## config.mk

```make
export PLATFORM = sky130hd
export DESIGN_NAME = jfce_ctrl
export DESIGN_NICKNAME = d
export VERILOG_FILES = /design/src/jfce_pkg.sv /design/src/jfce_ctrl.sv
export SDC_FILE = /design/constraint.sdc
export NUM_CORES = 1
export LEC_CHECK = 0
export ABC_AREA = 1
export BUFFER_PORTS_ARGS = -buffer_cell sky130_fd_sc_hd__buf_4
export CORE_AREA = 5 5 42 44
export DETAILED_ROUTE_END_ITERATION = 16
export DIE_AREA = 0 0 47 49
export GPL_TIMING_DRIVEN = 0
export PLACE_DENSITY_LB_ADDON = 0.3
export SKIP_CTS_REPAIR_TIMING = 1
export SLEW_MARGIN = 20
export SYNTH_ARGS = -nofsm -noshare
export SYNTH_HDL_FRONTEND = slang
export SYNTH_SLANG_ARGS = --single-unit
```

## constraint.sdc

```tcl
create_clock -name clk -period 1 [get_ports clk]
set_input_delay 0.15 -clock clk [delete_from_list [all_inputs] [get_ports clk]]
set_output_delay 0.15 -clock clk [all_outputs]
set_load 0.03 [all_outputs]
```

## src/jfce_pkg.sv

```systemverilog
// Package: shared constants, payload types and control types for the frame extractor.
`timescale 1ns / 1ps
package jfce_pkg;

  localparam int STORE_DEPTH = 65536;
  localparam int ADDR_W      = $clog2(STORE_DEPTH);
  localparam int CNT_W       = ADDR_W + 1;
  localparam int IDX_W       = ADDR_W + 1;
  localparam int HDR_BYTES   = 4;

  localparam logic [7:0] MARK_FF  = 8'hFF;
  localparam logic [7:0] MARK_SOI = 8'hD8;
  localparam logic [7:0] MARK_EOI = 8'hD9;

  typedef struct packed {
    logic       vsync;
    logic       href;
    logic [7:0] pixel_byte;
  } pixel_t;

  typedef struct packed {
    logic [7:0] out_byte;
    logic       last_byte;
  } result_t;

  typedef enum logic [1:0] {
    PH_IDLE,
    PH_CAPTURE,
    PH_DRAIN,
    PH_HALT
  } phase_t;

  typedef struct packed {
    logic arm;
    logic store;
    logic drain_start;
    logic drain_step;
  } dp_cmd_t;

  typedef struct packed {
    logic count_nz;
    logic end_found;
    logic drain_last;
  } dp_sts_t;

endpackage

```

## src/jfce_ctrl.sv

```systemverilog
// Controller: phase state machine, vsync edge detection and the one_shot register.
`timescale 1ns / 1ps
module jfce_ctrl import jfce_pkg::*; (
  input  logic    clk,
  input  logic    rst,
  input  logic    start,
  input  pixel_t  pixel,
  input  logic    cfg_we,
  input  logic    cfg_wdata,
  input  dp_sts_t sts,
  output dp_cmd_t cmd,
  output logic    busy
);

  phase_t phase;
  phase_t phase_next;
  phase_t done_phase;
  logic   prev_vsync;
  logic   one_shot;
  logic   accept;
  logic   rise;
  logic   fall;

  assign busy       = 1'b0;
  assign accept     = start && !busy;
  assign rise       = accept && pixel.vsync && !prev_vsync;
  assign fall       = accept && !pixel.vsync && prev_vsync;
  assign done_phase = one_shot ? PH_HALT : PH_IDLE;

  always_ff @(posedge clk) begin
    if (rst) begin
      phase      <= PH_IDLE;
      prev_vsync <= 1'b0;
      one_shot   <= 1'b1;
    end else begin
      phase <= phase_next;
      if (accept) begin
        prev_vsync <= pixel.vsync;
      end
      if (cfg_we) begin
        one_shot <= cfg_wdata;
      end
    end
  end

  always_comb begin
    phase_next = phase;
    case (phase)
      PH_IDLE: begin
        if (rise) begin
          phase_next = PH_CAPTURE;
        end
      end
      PH_CAPTURE: begin
        if (rise) begin
          phase_next = PH_CAPTURE;
        end else if (fall && sts.count_nz) begin
          phase_next = sts.end_found ? PH_DRAIN : done_phase;
        end
      end
      PH_DRAIN: begin
        if (accept && sts.drain_last) begin
          phase_next = done_phase;
        end
      end
      PH_HALT: begin
        phase_next = PH_HALT;
      end
      default: begin
        phase_next = PH_IDLE;
      end
    endcase
  end

  always_comb begin
    cmd = '0;
    case (phase)
      PH_IDLE: begin
        cmd.arm = rise;
      end
      PH_CAPTURE: begin
        cmd.arm         = rise;
        cmd.store       = accept && !rise && !fall && pixel.href;
        cmd.drain_start = fall && sts.count_nz && sts.end_found;
      end
      PH_DRAIN: begin
        cmd.drain_step = accept;
      end
      PH_HALT: begin
        cmd = '0;
      end
      default: begin
        cmd = '0;
      end
    endcase
  end

endmodule

```

# Word level (Yosys, flattened, before mapping)
# Cells that the tools add are included.
[totals]
word_cells = 36
romBits = 0
register_bits = 4
output_inout_bits = 5
ramBits = 0
mem_count = 0
latch_bits = 0
[op_classes]
n_eq_ne = 6
n_reduce_logical = 17
add_sub_neg = 0
n_mux = 10
order_cmp = 0
n_shift = 0
bitwise_logic = 0
mul = 0
n_div = 0
[op_table]
columns = ["operator", "n"]
rows = [
  ["$mux 2", 7],
  ["$logic_and 1x1->1", 10],
  ["$pmux 2 s4", 1],
  ["$eq 2x2->1 const B", 2],
  ["$logic_not 1->1", 4],
  ["$ne 2x2->1 const B", 2],
  ["$ne 3x3->1 const B", 1],
  ["$reduce_and 3->1", 1],
  ["$eq 2x1->1 const B", 1],
  ["$logic_not 2->1", 1],
  ["$mux 1", 2],
  ["$reduce_or 2->1", 1],
]

# Longest topological paths before layout
[depth]
ltp_word = 7
mapped_depth = 8

# Worst setup path before layout
# OpenSTA, ideal clock, no wires.
[synth_timing]
path_type = "register to output"
startpoint = "register prev_vsync"
endpoint = "output cmd[1] (netlist bit)"
setup_slack_ps = -622
arrival_ps = 1472
path_buffers = 0
stages_incl_launch_ff = 5
cell_sequence = "dfxtp_1 > inv_1 > nor2_1 > nand2_1 > nor4_1"
[synth_lines]
columns = ["item", "line", "rtl"]
rows = [
  ["start: declaration", "jfce_ctrl.sv:18", "logic prev_vsync;"],
  ["start signal: assignment", "jfce_ctrl.sv:38", "prev_vsync <= pixel.vsync;"],
  ["end: declaration", "jfce_ctrl.sv:11", "output dp_cmd_t cmd,"],
]

==> flow_summary.json <==
{
  "io_buffers": 13,
  "grt_overflow_total": 0,
  "holdPathEnd": "prev_vsync$_SDFFE_PP0P_",
  "dpl_cell_area_sq_um": 439,
  "num_vias": 368,
  "cp_data_arrival_time_ps": 1180,
  "diodes": 0,
  "die_area_sq_um": 2300,
  "grt_max_degree": 7,
  "synth-seq-cells": 4,
  "slew_violations": 0,
  "cpPeakStageDelay_ps": 320,
  "powerDensity_nw_per_um2": 1240,
  "crit_chain": "inv_2 -> nor2_4 -> nand2_2 -> nor4_4 -> buf_6",
  "drv_cap": 0,
  "clock.fmax_ghz": 0.749,
  "drtIter0Drc": 2,
  "tns_ps": -1100,
  "yosys.area.top_type": "dfxtp_1",
  "crit_fanout": 2,
  "final_antenna_net_count": 0,
  "final_area_sq_um": 542,
  "synth_top_area_share_pct": 27.0,
  "clockRootBuffer": "clkbuf_4",
  "ir_drop_v": 0.000604,
  "grt_usage_pct": 7.46,
  "p_seq_share_pct": 32.2,
  "fin_ws_ps": -335,
  "p_leak_uw": 0.000274,
  "clk_path_buf_depth": 2,
  "place.gp.congestion": 0.768,
  "rrSetupSlack_ps": -60,
  "topRoutingLayerUsed": "met4",
  "failed_checks": "setup timing",
  "crit_required_ps": 850,
  "fin_util_pct": 38.7,
  "yosysSeqAreaShare_pct": 27.0,
  "fin_skew_ps": 2.36,
  "htree_levels": 1,
  "drive_above_1_share_pct": 56.9,
  "fin_crit_sh_pct": 133,
  "first_global_vias": 326,
  "avgSynthCellArea_sq_um": 5.70,
  "reg2reg_to": "phase[1]$_SDFFE_PP0P_",
  "final-hold-violation-count": 0,
  "synth_ff_type": "dfxtp_1",
  "cts_tree": "built",
  "switchingPower_uw": 241,
  "worst_setup_path_start_kind": "register",
  "rsz0062_at_grt": "true",
  "wl_met1_microns": 307,
  "path_clk_slew_ps": 40,
  "swShare_pct": 35.8,
  "die_w_microns": 47,
  "worstSkewPairLatency_ps": 230,
  "syn_inst": 52,
  "first_pass_iters": 3,
  "post-route-drc-count": 0,
  "synth_edf_count": 0,
  "timing.rr.start": "prev_vsync$_SDFFE_PP0P_",
  "synth_common_cells": "nand2_1 (12), inv_1 (9), nand3_1 (6)",
  "num_io_pins": 23,
  "syn_nets": 70,
  "initial_utilization_pct": 21.2,
  "rows": 14,
  "synth.most_common_cell": "nand2_1",
  "nets": 92,
  "synth_area_sq_um": 297,
  "run_status": "complete, but fails checks",
  "clock_power_share_pct": 29.9,
  "crit_family": "simple AND/OR/NAND/NOR gates",
  "wl_microns": 776,
  "met2_length_microns": 404,
  "viasPerCell": 4.18,
  "combinationalPowerShare_pct": 37.8,
  "worst_r2r_path_depth": 9,
  "core_sq_um": 1400,
  "dp_hpwl_microns": 613,
  "synthDistinctLibCells": 16,
  "stdcell_count": 88,
  "setup_viol": 6,
  "yosysWarnings": 0,
  "holdPathStages": 2,
  "die-height_microns": 49,
  "p_int_uw": 433,
  "crit_slowest_cell": "dfxtp_2",
  "grt_pass1_wl_mm": 1.25,
  "crit_type": "reg2out",
  "cts.sinks": 4,
  "path_buf_inv": 2,
  "layout_min_cycle_time_ps": 1330,
  "post_drt_wl_per_cell_microns": 8.82,
  "hold_start": "rst",
  "hold_class": "in2reg",
  "synth_area_leaders": "dfxtp_1 (27%), nand2_1 (15%), inv_1 (11%)",
  "antenna_found_initial": 0,
  "place_inst": 81,
  "wl_met3_microns": 51,
  "cp-end-kind": "output pin",
  "async_reset_ff_share_pct": 0,
  "numCtsBuffers": 3,
  "area_growth_pct": 82.7
}
-- layout by cell type, fill, tap and decap left out, types with 2 or more instances in the layout --
cell | netlist | routed
buf_4 | 1 | 16
nand2_1 | 12 | 10
inv_1 | 9 | 7
nand3_1 | 6 | 5
nand2_2 | 2 | 4
nor2_1 | 5 | 3
clkbuf_4 | 0 | 3
inv_4 | 0 | 2
inv_2 | 2 | 2
nor2_4 | 0 | 2
nor3_2 | 0 | 2
nand3_2 | 1 | 2
a21oi_1 | 2 | 2
buf_6 | 0 | 2
dfxtp_4 | 0 | 2
-- stage by stage --
stage	setup WS [ps]	hold WS, ps	power, uW
2_1_floorplan	-180	219	345
3_5_place_dp	-169	333	412
3_3_place_gp	-174	329	414
4_1_cts	-429	88.1	619
6_report	-335	84.7	674
5_1_grt	-396	81.3	725
-- flip-flops by register name, summed over array words and instances (netlist names) --
register	count
phase	2
one_shot	1
prev_vsync	1
-- layer usage --
| metal | GRT usage [%] | up-vias |
|---|---|---|
| met5 | 0 | - |
| met4 | 5.53 | 0 |
| met3 | 2.58 | 2 |
| met2 | 11.3 | 8 |
| met1 | 8.11 | 158 |
| li1 | - | 200 |
-- power by group through the flow --
stage	clock (uW)	combinational (uW)	sequential, uW
after floorplan	0	141	204
after global placement	0	204	210
after detailed placement	0	203	209
after CTS	209	204	207
after global routing	220	285	220
final	202	255	217
-- cell families (layout without fill, tap and decap cells) --
kind of cell | after synthesis | in the layout | synth area share, %
compound gates | 5 | 5 | 8.44
buf+inv | 12 | 32 | 16.5
flops | 4 | 4 | 27.0
other cells | 1 | 1 | 1.26
simple gates | 30 | 30 | 46.8
-- worst max path at each step --
stage / start / to / slack [ps] / depth (start not counted)
after global placement: prev_vsync$_SDFFE_PP0P_ / cmd[1] / -170 / 5
after floorplan: phase[0]$_SDFFE_PP0P_ / cmd[2] / -180 / 4
after detailed placement: prev_vsync$_SDFFE_PP0P_ / cmd[1] / -170 / 5
final: prev_vsync$_SDFFE_PP0P_ / cmd[1] / -330 / 5
after CTS: prev_vsync$_SDFFE_PP0P_ / cmd[1] / -430 / 5
after global routing: prev_vsync$_SDFFE_PP0P_ / cmd[1] / -400 / 5
-- worst register-to-register path, stage by stage, from the launching register on --
cell     delay, ps
dfxtp_2        320
inv_2           50
nor2_4         110
nand2_2         80
buf_4          140
nand3_2         70
nand2_2         60
nand2_1         50
nand2_1         40
nor2_1          60
-- layout make-up --
| type | instances | area [sq um] |
|---|---|---|
| fill | 154 | 860 |
| multi-input combinational | 36 | 221 |
| timing repair buffer | 17 | 135 |
| sequential | 4 | 88.8 |
| inverter | 11 | 46.3 |
| clock buffer | 3 | 22.5 |
| tap | 16 | 20.0 |
| buffer | 1 | 7.51 |
Note: power is estimated with default switching activity, not from simulation.
